--- src/escape_time_fractal_iterator_unit_macros.svh ---
`ifndef ESCAPE_TIME_FRACTAL_ITERATOR_UNIT_MACROS_SVH
`define ESCAPE_TIME_FRACTAL_ITERATOR_UNIT_MACROS_SVH

// same-cycle implication, sampled on clk_i, off while rst_ni is low
`define ETF_ASSERT_SAME(lbl, ante, cons, msg) \
  lbl: assert property (@(posedge clk_i) disable iff (!rst_ni) (ante) |-> (cons)) \
    else $error(msg);

// next-cycle implication, sampled on clk_i, off while rst_ni is low
`define ETF_ASSERT_NEXT(lbl, ante, cons, msg) \
  lbl: assert property (@(posedge clk_i) disable iff (!rst_ni) (ante) |=> (cons)) \
    else $error(msg);

`endif

--- src/etf_pkg.sv ---
`default_nettype none

package etf_pkg;

  typedef enum logic [1:0] {
    KIND_JULIA  = 2'd0,
    KIND_MANDEL = 2'd1,
    KIND_SHIP   = 2'd2,
    KIND_WEB    = 2'd3
  } kind_e;

  localparam logic [2:0] REG_KIND   = 3'd0;
  localparam logic [2:0] REG_LIMIT  = 3'd1;
  localparam logic [2:0] REG_STEPRE = 3'd2;
  localparam logic [2:0] REG_STEPIM = 3'd3;
  localparam logic [2:0] REG_MOVERE = 3'd4;
  localparam logic [2:0] REG_MOVEIM = 3'd5;
  localparam logic [2:0] REG_JULRE  = 3'd6;
  localparam logic [2:0] REG_JULIM  = 3'd7;

  // |z|^2 escape bound: 4 in Q16.48
  localparam logic [63:0] EscBound = 64'h0004_0000_0000_0000;

endpackage

`default_nettype wire

--- src/escape_time_fractal_iterator_unit.sv ---
// after an accepted start the pixel is mapped in ST_MAP_RE, ST_MAP_IM and ST_MAP_SET; with a
// limit of 0 done_o follows ST_MAP_SET, else each iteration runs ST_SQ_RE, ST_SQ_IM, ST_CROSS,
// ST_WEB (web map only) and ST_UPDATE; one pixel at a time, no new start is taken while busy;
// one shared 32x32 multiplier does all products, one product per state, and so sets the pace
// busy is high from the cycle after start until done_o; a new start is taken in the done cycle
// reset: async active-low, config registers to their defaults, sequencer to idle
`default_nettype none
`include "escape_time_fractal_iterator_unit_macros.svh"

module escape_time_fractal_iterator_unit
  import etf_pkg::*;
#(
  parameter int WINDOW_WIDTH  = 1024,
  parameter int WINDOW_HEIGHT = 1024
) (
  input  wire logic        clk_i,
  input  wire logic        rst_ni,
  // configuration write port
  input  wire logic        cfg_we_i,
  input  wire logic [2:0]  cfg_idx_i,
  input  wire logic [31:0] cfg_data_i,
  // command side
  input  wire logic        start,
  output logic             busy,
  input  wire logic [11:0] pixel_x_i,
  input  wire logic [11:0] pixel_y_i,
  // result beat, one-cycle strobe
  output logic             done_o,
  output logic             escaped_o,
  output logic [15:0]      iter_count_o,
  output logic [31:0]      final_re_o,
  output logic [31:0]      final_im_o
);

  localparam int HalfW = WINDOW_WIDTH / 2;
  localparam int HalfH = WINDOW_HEIGHT / 2;

  // sequencer states: pixel mapping, then the iteration loop
  typedef enum logic [3:0] {
    ST_IDLE,
    ST_MAP_RE,   // dx * step_re
    ST_MAP_IM,   // dy * step_im, real coordinate finished
    ST_MAP_SET,  // load z and c
    ST_SQ_RE,    // re * re
    ST_SQ_IM,    // im * im
    ST_CROSS,    // re * im, escape test on the squares
    ST_WEB,      // ii * rr for the web map
    ST_UPDATE    // new z
  } state_e;

  // configuration registers
  kind_e        kind_q;
  logic [15:0]  limit_q;
  logic [30:0]  step_re_q;
  logic [30:0]  step_im_q;
  logic [31:0]  move_re_q;
  logic [31:0]  move_im_q;
  logic [31:0]  jul_re_q;
  logic [31:0]  jul_im_q;

  always_ff @(posedge clk_i or negedge rst_ni) begin
    if (!rst_ni) begin
      kind_q    <= KIND_MANDEL;
      limit_q   <= 16'd64;
      step_re_q <= 31'd98304;
      step_im_q <= 31'd65536;
      move_re_q <= '0;
      move_im_q <= '0;
      jul_re_q  <= '0;
      jul_im_q  <= '0;
    end else if (cfg_we_i) begin
      case (cfg_idx_i)
        REG_KIND:   kind_q    <= kind_e'(cfg_data_i[1:0]);
        REG_LIMIT:  limit_q   <= cfg_data_i[15:0];
        REG_STEPRE: step_re_q <= cfg_data_i[30:0];
        REG_STEPIM: step_im_q <= cfg_data_i[30:0];
        REG_MOVERE: move_re_q <= cfg_data_i;
        REG_MOVEIM: move_im_q <= cfg_data_i;
        REG_JULRE:  jul_re_q  <= cfg_data_i;
        REG_JULIM:  jul_im_q  <= cfg_data_i;
        default: ;
      endcase
    end
  end

  // control and result registers
  state_e       state_q;
  logic         done_q;
  logic         escaped_q;
  logic [15:0]  count_q;
  logic [15:0]  iter_q;
  logic         first_q;
  logic [31:0]  fin_re_q;
  logic [31:0]  fin_im_q;

  // datapath registers
  logic [11:0]  px_q;
  logic [11:0]  py_q;
  logic [63:0]  p_q;      // multiplier output register
  logic [31:0]  pre_q;    // mapped real coordinate
  logic [31:0]  zr_q;
  logic [31:0]  zi_q;
  logic [31:0]  cr_q;
  logic [31:0]  ci_q;
  logic [63:0]  rr_q;     // exact re*re, Q16.48
  logic [63:0]  ii_q;     // exact im*im, Q16.48
  logic [63:0]  x_q;      // exact re*im, held while the web product runs

  // pixel offsets from the window center
  logic signed [13:0] dx;
  logic signed [13:0] dy;
  assign dx = $signed({2'b00, px_q}) - 14'(HalfW);
  assign dy = $signed({2'b00, py_q}) - 14'(HalfH);

  // the one shared multiplier
  logic signed [31:0] mul_a;
  logic signed [31:0] mul_b;
  logic signed [63:0] mul_p;

  always_comb begin
    case (state_q)
      ST_MAP_RE: begin
        mul_a = {{18{dx[13]}}, dx};
        mul_b = {1'b0, step_re_q};
      end
      ST_MAP_IM: begin
        mul_a = {{18{dy[13]}}, dy};
        mul_b = {1'b0, step_im_q};
      end
      ST_SQ_RE: begin
        mul_a = zr_q;
        mul_b = zr_q;
      end
      ST_SQ_IM: begin
        mul_a = zi_q;
        mul_b = zi_q;
      end
      ST_WEB: begin
        mul_a = ii_q[55:24];
        mul_b = rr_q[55:24];
      end
      default: begin
        mul_a = zr_q;
        mul_b = zi_q;
      end
    endcase
  end

  assign mul_p = mul_a * mul_b;

  // mapping results
  logic [31:0] pim;
  logic        c_is_point;
  assign pim        = p_q[31:0] + move_im_q;
  assign c_is_point = (kind_q == KIND_MANDEL) || (kind_q == KIND_SHIP);

  // escape test: the square of the im part sits in p_q during ST_CROSS
  logic [63:0] mag;
  logic        esc_hit;
  assign mag     = rr_q + p_q;
  assign esc_hit = !first_q && (mag > EscBound);

  // next z; during ST_UPDATE p_q holds re*im, or ii*rr for the web map
  logic [63:0] xprod;
  logic [63:0] xabs;
  logic [31:0] rr32;
  logic [31:0] ii32;
  logic [31:0] tt32;
  logic [31:0] nr;
  logic [31:0] ni;

  assign rr32  = rr_q[55:24];
  assign ii32  = ii_q[55:24];
  assign tt32  = p_q[55:24];
  assign xprod = (kind_q == KIND_WEB) ? x_q : p_q;
  assign xabs  = xprod[63] ? (64'd0 - xprod) : xprod;

  always_comb begin
    if (kind_q == KIND_WEB) begin
      nr = rr32 - {tt32[30:0], 1'b0} - ii32 + zr_q + zi_q + cr_q;
    end else begin
      nr = rr32 - ii32 + cr_q;
    end
    if (kind_q == KIND_SHIP) begin
      ni = xabs[54:23] + ci_q;
    end else begin
      ni = xprod[54:23] + ci_q;
    end
  end

  // datapath, no reset needed
  always_ff @(posedge clk_i) begin
    p_q <= mul_p;
    if (start && !busy) begin
      px_q <= pixel_x_i;
      py_q <= pixel_y_i;
    end
    case (state_q)
      ST_MAP_IM: pre_q <= p_q[31:0] - move_re_q;
      ST_MAP_SET: begin
        if (c_is_point) begin
          cr_q <= pre_q;
          ci_q <= pim;
          zr_q <= '0;
          zi_q <= '0;
        end else begin
          cr_q <= jul_re_q;
          ci_q <= jul_im_q;
          zr_q <= pre_q;
          zi_q <= pim;
        end
      end
      ST_SQ_IM:  rr_q <= p_q;
      ST_CROSS:  ii_q <= p_q;
      ST_WEB:    x_q  <= p_q;
      ST_UPDATE: begin
        zr_q <= nr;
        zi_q <= ni;
      end
      default: ;
    endcase
  end

  // sequencer and result registers
  always_ff @(posedge clk_i or negedge rst_ni) begin
    if (!rst_ni) begin
      state_q   <= ST_IDLE;
      done_q    <= 1'b0;
      escaped_q <= 1'b0;
      count_q   <= '0;
      iter_q    <= '0;
      first_q   <= 1'b0;
      fin_re_q  <= '0;
      fin_im_q  <= '0;
    end else begin
      done_q <= 1'b0;
      case (state_q)
        ST_IDLE: begin
          if (start) begin
            state_q <= ST_MAP_RE;
          end
        end
        ST_MAP_RE: state_q <= ST_MAP_IM;
        ST_MAP_IM: state_q <= ST_MAP_SET;
        ST_MAP_SET: begin
          iter_q  <= '0;
          first_q <= 1'b1;
          if (limit_q == 16'd0) begin
            // nothing to iterate: report the starting z
            done_q    <= 1'b1;
            escaped_q <= 1'b0;
            count_q   <= '0;
            fin_re_q  <= c_is_point ? 32'd0 : pre_q;
            fin_im_q  <= c_is_point ? 32'd0 : pim;
            state_q   <= ST_IDLE;
          end else begin
            state_q <= ST_SQ_RE;
          end
        end
        ST_SQ_RE: state_q <= ST_SQ_IM;
        ST_SQ_IM: state_q <= ST_CROSS;
        ST_CROSS: begin
          if (esc_hit) begin
            done_q    <= 1'b1;
            escaped_q <= 1'b1;
            count_q   <= iter_q;
            fin_re_q  <= zr_q;
            fin_im_q  <= zi_q;
            state_q   <= ST_IDLE;
          end else if (!first_q && (iter_q + 16'd1 == limit_q)) begin
            // limit reached without escape
            done_q    <= 1'b1;
            escaped_q <= 1'b0;
            count_q   <= limit_q;
            fin_re_q  <= zr_q;
            fin_im_q  <= zi_q;
            state_q   <= ST_IDLE;
          end else begin
            if (!first_q) begin
              iter_q <= iter_q + 16'd1;
            end
            state_q <= (kind_q == KIND_WEB) ? ST_WEB : ST_UPDATE;
          end
        end
        ST_WEB: state_q <= ST_UPDATE;
        ST_UPDATE: begin
          first_q <= 1'b0;
          state_q <= ST_SQ_RE;
        end
        default: state_q <= ST_IDLE;
      endcase
    end
  end

  assign busy         = (state_q != ST_IDLE);
  assign done_o       = done_q;
  assign escaped_o    = escaped_q;
  assign iter_count_o = count_q;
  assign final_re_o   = fin_re_q;
  assign final_im_o   = fin_im_q;

  // a result beat only comes with the return to idle
  `ETF_ASSERT_SAME(a_done_idle, done_o, !busy, "result beat while busy")
  // an accepted start always launches the sequencer
  `ETF_ASSERT_NEXT(a_start_busy, start && !busy, busy, "start accepted but not busy")
  // the result strobe lasts one cycle
  `ETF_ASSERT_NEXT(a_done_pulse, done_o, !done_o, "result strobe longer than one cycle")

endmodule

`default_nettype wire
--- config.mk ---
export PLATFORM = sky130hd
export DESIGN_NAME = escape_time_fractal_iterator_unit
export DESIGN_NICKNAME = d
export VERILOG_FILES = /design/src/etf_pkg.sv /design/src/escape_time_fractal_iterator_unit.sv
export VERILOG_INCLUDE_DIRS = /design/src /design/src/src
export SDC_FILE = /design/constraint.sdc
export NUM_CORES = 2
export LEC_CHECK = 0
export BUFFER_PORTS_ARGS = -buffer_cell sky130_fd_sc_hd__buf_2
export CAP_MARGIN = 20
export CORE_MARGIN = 2
export CORE_UTILIZATION = 66
export DETAILED_ROUTE_END_ITERATION = 8
export PLACE_DENSITY = 0.83
export SYNTH_ARGS = -nofsm -noshare
export SYNTH_HDL_FRONTEND = slang
export SYNTH_SLANG_ARGS = --single-unit
--- constraint.sdc ---
create_clock -name clk_i -period 13.1 [get_ports clk_i]
set_clock_uncertainty 0.15 [all_clocks]
set_input_delay 2.62 -clock clk_i [delete_from_list [all_inputs] [get_ports clk_i]]
set_output_delay 2.62 -clock clk_i [all_outputs]
set_load 0.02 [all_outputs]
==> metrics.yaml <==
outcome: "finished, final reports clean"
relative_area_change_from_synthesis_to_final_layout_pct: 7.06
timing_max_transition_violations_final: 0
timing.setup.tns_ps: 0
maximum_number_of_pins_on_one_net_before_global_route_repair: 145
syn_nets: 9980
cts_setup_buffers: 0
max_freq_ghz: 0.0837
start_util_pct: 66.5
timing.critical_path.to: "p_q[60]$_DFF_P_"
synth_async_sr_flop_share_pct: 43.7
antenna_violations_before_repair: 16
die_height_um: 351
setup_viol: 0
wl_mm: 265
ys.warnings.count: 0
remaining_drc_errors: 0
die-area_um2: 123000
io_pins: 146
first_pass_iters: 6
final-instance-count-excl-fill: 9966
clock-sinks: 711
cp.arrival_ps: 12430
cts_max_level: 3
commonest_non_fill_non_tap_cells_in_the_layout: "1419 x sky130_fd_sc_hd__inv_1, 1239 x sky130_fd_sc_hd__fa_1, 867 x sky130_fd_sc_hd__nor2_1"
critical-path-slowest-cell: "sky130_fd_sc_hd__inv_2"
unrepaired_setup_endpoints_after_global_routing: "false"
grt_first_pass_wirelength_mm: 398
num_vias: 63500
placement_rows: 127
worst_ep_required_time_ps: 13580
cts_tree: "yes"
max-cap-violations: 0
tightest_slew_ps: 1240
detail_route.wl_per_cell_um: 26.6
clk_latency_ps: 720
fin_crit_sh_pct: 91.2
post_synth_num_cell_types: 97
timing.rr.start: "state_q[0]$_DFFE_PN0P_"
worst_slew_margin_rel_pct: 17.0
critPathLaunchType: "flop"
place.port_buffers: 145
tritoncts.num_buffers: 79
post_route_cells_drive_above_1_share_pct: 9.12
fin_crit_ps: 11940
die_w_um: 351
reg2reg_depth: 34
timing.critical_path.fanout_max: 41
max-clock-path-buffers: 3
grt_pass1_vias: 65100
postSynth.topFlopCell: "sky130_fd_sc_hd__edfxtp_1"
cts_resized: 0
cts.clk_slew.worst_paths_ps: 70
ys_seq_area_share_pct: 24.1
timing.critical_path.slowest_cell_delay_ps: 710
post_dp_cell_area_um2: 82200
final_hold_viol_count: 0
gr-total-overflow: 0
worst_hold_margin_ps: 300
yosys_register_bits: 711
placeableCoreArea_um2: 120000
timing_worst_setup_path_type: "flop to flop"
via_per_inst: 6.37
syn_avg_cell_area_um2: 9.62
cts_root_buffer: "sky130_fd_sc_hd__clkbuf_16"
finalNetCount: 9993
crit_path_start: "state_q[0]$_DFFE_PN0P_"
reg2reg_to: "p_q[60]$_DFF_P_"
syn_area_um2: 79500
hp-class: "flop to flop"
layout_commonest_cell: "sky130_fd_sc_hd__inv_1"
synthCells: 8268
register_to_register_setup_slack_ps: 1160
number_of_hold_repair_buffers_added_at_the_cts_stage: 0
synth_edf_count: 336
timing.critical_path.to_type: "flop"
place.gp.congestion: 1.03
postRouteAntennaNets: 0
placedCellCount: 9810
drt_iter0_markers: 7359
grt.total_usage_pct: 43.9
finalInstanceArea_um2: 85100
critical_path.most_common_cell: "sky130_fd_sc_hd__fa_1"
dp_hpwl_mm: 208
worst max-delay path, delay by kind of cell (launching register included):
family          cells  cell delay, ps
flops               1             520
compound gates     12            2830
xor+xnor            1             140
simple gates        7            2360
buf+inv             5            1700
fa+ha+maj           9            4190
state kept, by name (all words and copies together) (netlist names), 32 cells and up:
signal      count
p_q            64
ci_q           32
ii_q           32
rr_q           64
jul_im_q       32
zi_q           32
jul_re_q       32
move_im_q      32
x_q            56
final_im_o     32
final_re_o     32
cr_q           32
zr_q           32
pre_q          32
move_re_q      32
cells in the mapped netlist, drive strengths merged, types with 60 or more instances:
library cell | count | share of area, %
nor3 | 78 | 0.50
ha | 410 | 6.5
a21oi | 341 | 2.2
nand3 | 121 | 0.76
dfxtp | 64 | 1.6
mux2 | 235 | 3.3
inv | 1423 | 6.7
edfxtp | 336 | 13
o21a | 60 | 0.57
a21o | 106 | 1.0
fa | 1239 | 31
nand2 | 812 | 3.8
xor2 | 85 | 0.94
nor2 | 870 | 4.1
a22oi | 91 | 0.86
xnor2 | 214 | 2.4
o21ai | 338 | 2.1
clkbuf | 324 | 1.5
nand2b | 74 | 0.59
and3 | 77 | 0.61
dfrtp | 306 | 9.6
worst min path at each step:
stage,depth (start not counted),endpoint,from,slack [ps]
floorplan,0,rr_q[56]$_DFFE_PN_,p_q[56]$_DFF_P_,260
global placement,0,rr_q[57]$_DFFE_PN_,p_q[57]$_DFF_P_,280
detailed placement,0,rr_q[59]$_DFFE_PN_,p_q[59]$_DFF_P_,280
CTS,0,rr_q[59]$_DFFE_PN_,p_q[59]$_DFF_P_,300
global route,0,rr_q[57]$_DFFE_PN_,p_q[57]$_DFF_P_,310
finish,0,rr_q[59]$_DFFE_PN_,p_q[59]$_DFF_P_,300
cell type report:
| class | count | area (µm²) |
|---|---|---|
| antenna | 6 | 15.0 |
| clock buffer | 99 | 2210 |
| clock inverter | 49 | 662 |
| fill | 8841 | 34500 |
| inverter | 1423 | 5340 |
| multi-input combinational | 5768 | 53800 |
| sequential | 711 | 19200 |
| tap | 1612 | 2020 |
| timing repair buffer | 298 | 1940 |
routing by layer:
metal	vias to the layer above	global-route usage (%)	wire (µm)
met3	1197	12.1	31100
met1	31600	54.7	92900
met5	-	0	138
li1	26600	-	-
met4	18	31.9	23900
met2	4082	66.4	117000
kinds of logic after synthesis:
group / after synthesis / synth area share, %
AOI/OAI and AO/OA: 1258 / 10.1
xor gates and xnor gates: 299 / 3.29
adders and majority gates: 1649 / 37.6
buffers and inverters: 1789 / 8.48
DFF: 711 / 24.1
muxes: 293 / 4.06
and+or+nand+nor: 2269 / 12.4
through the flow:
stage / setup WS, ps / utilization, %
after floorplan: 1540 / -
after global placement: 1600 / 68.7
after detailed placement: 1460 / 68.7
after CTS: 1400 / 71.1
after global routing: 653 / 71.1
final: 1160 / 71.2
Power is left out: the tool's default activity adds up to more than one toggle a clock period on the data nets, which glitch-free logic cannot reach.
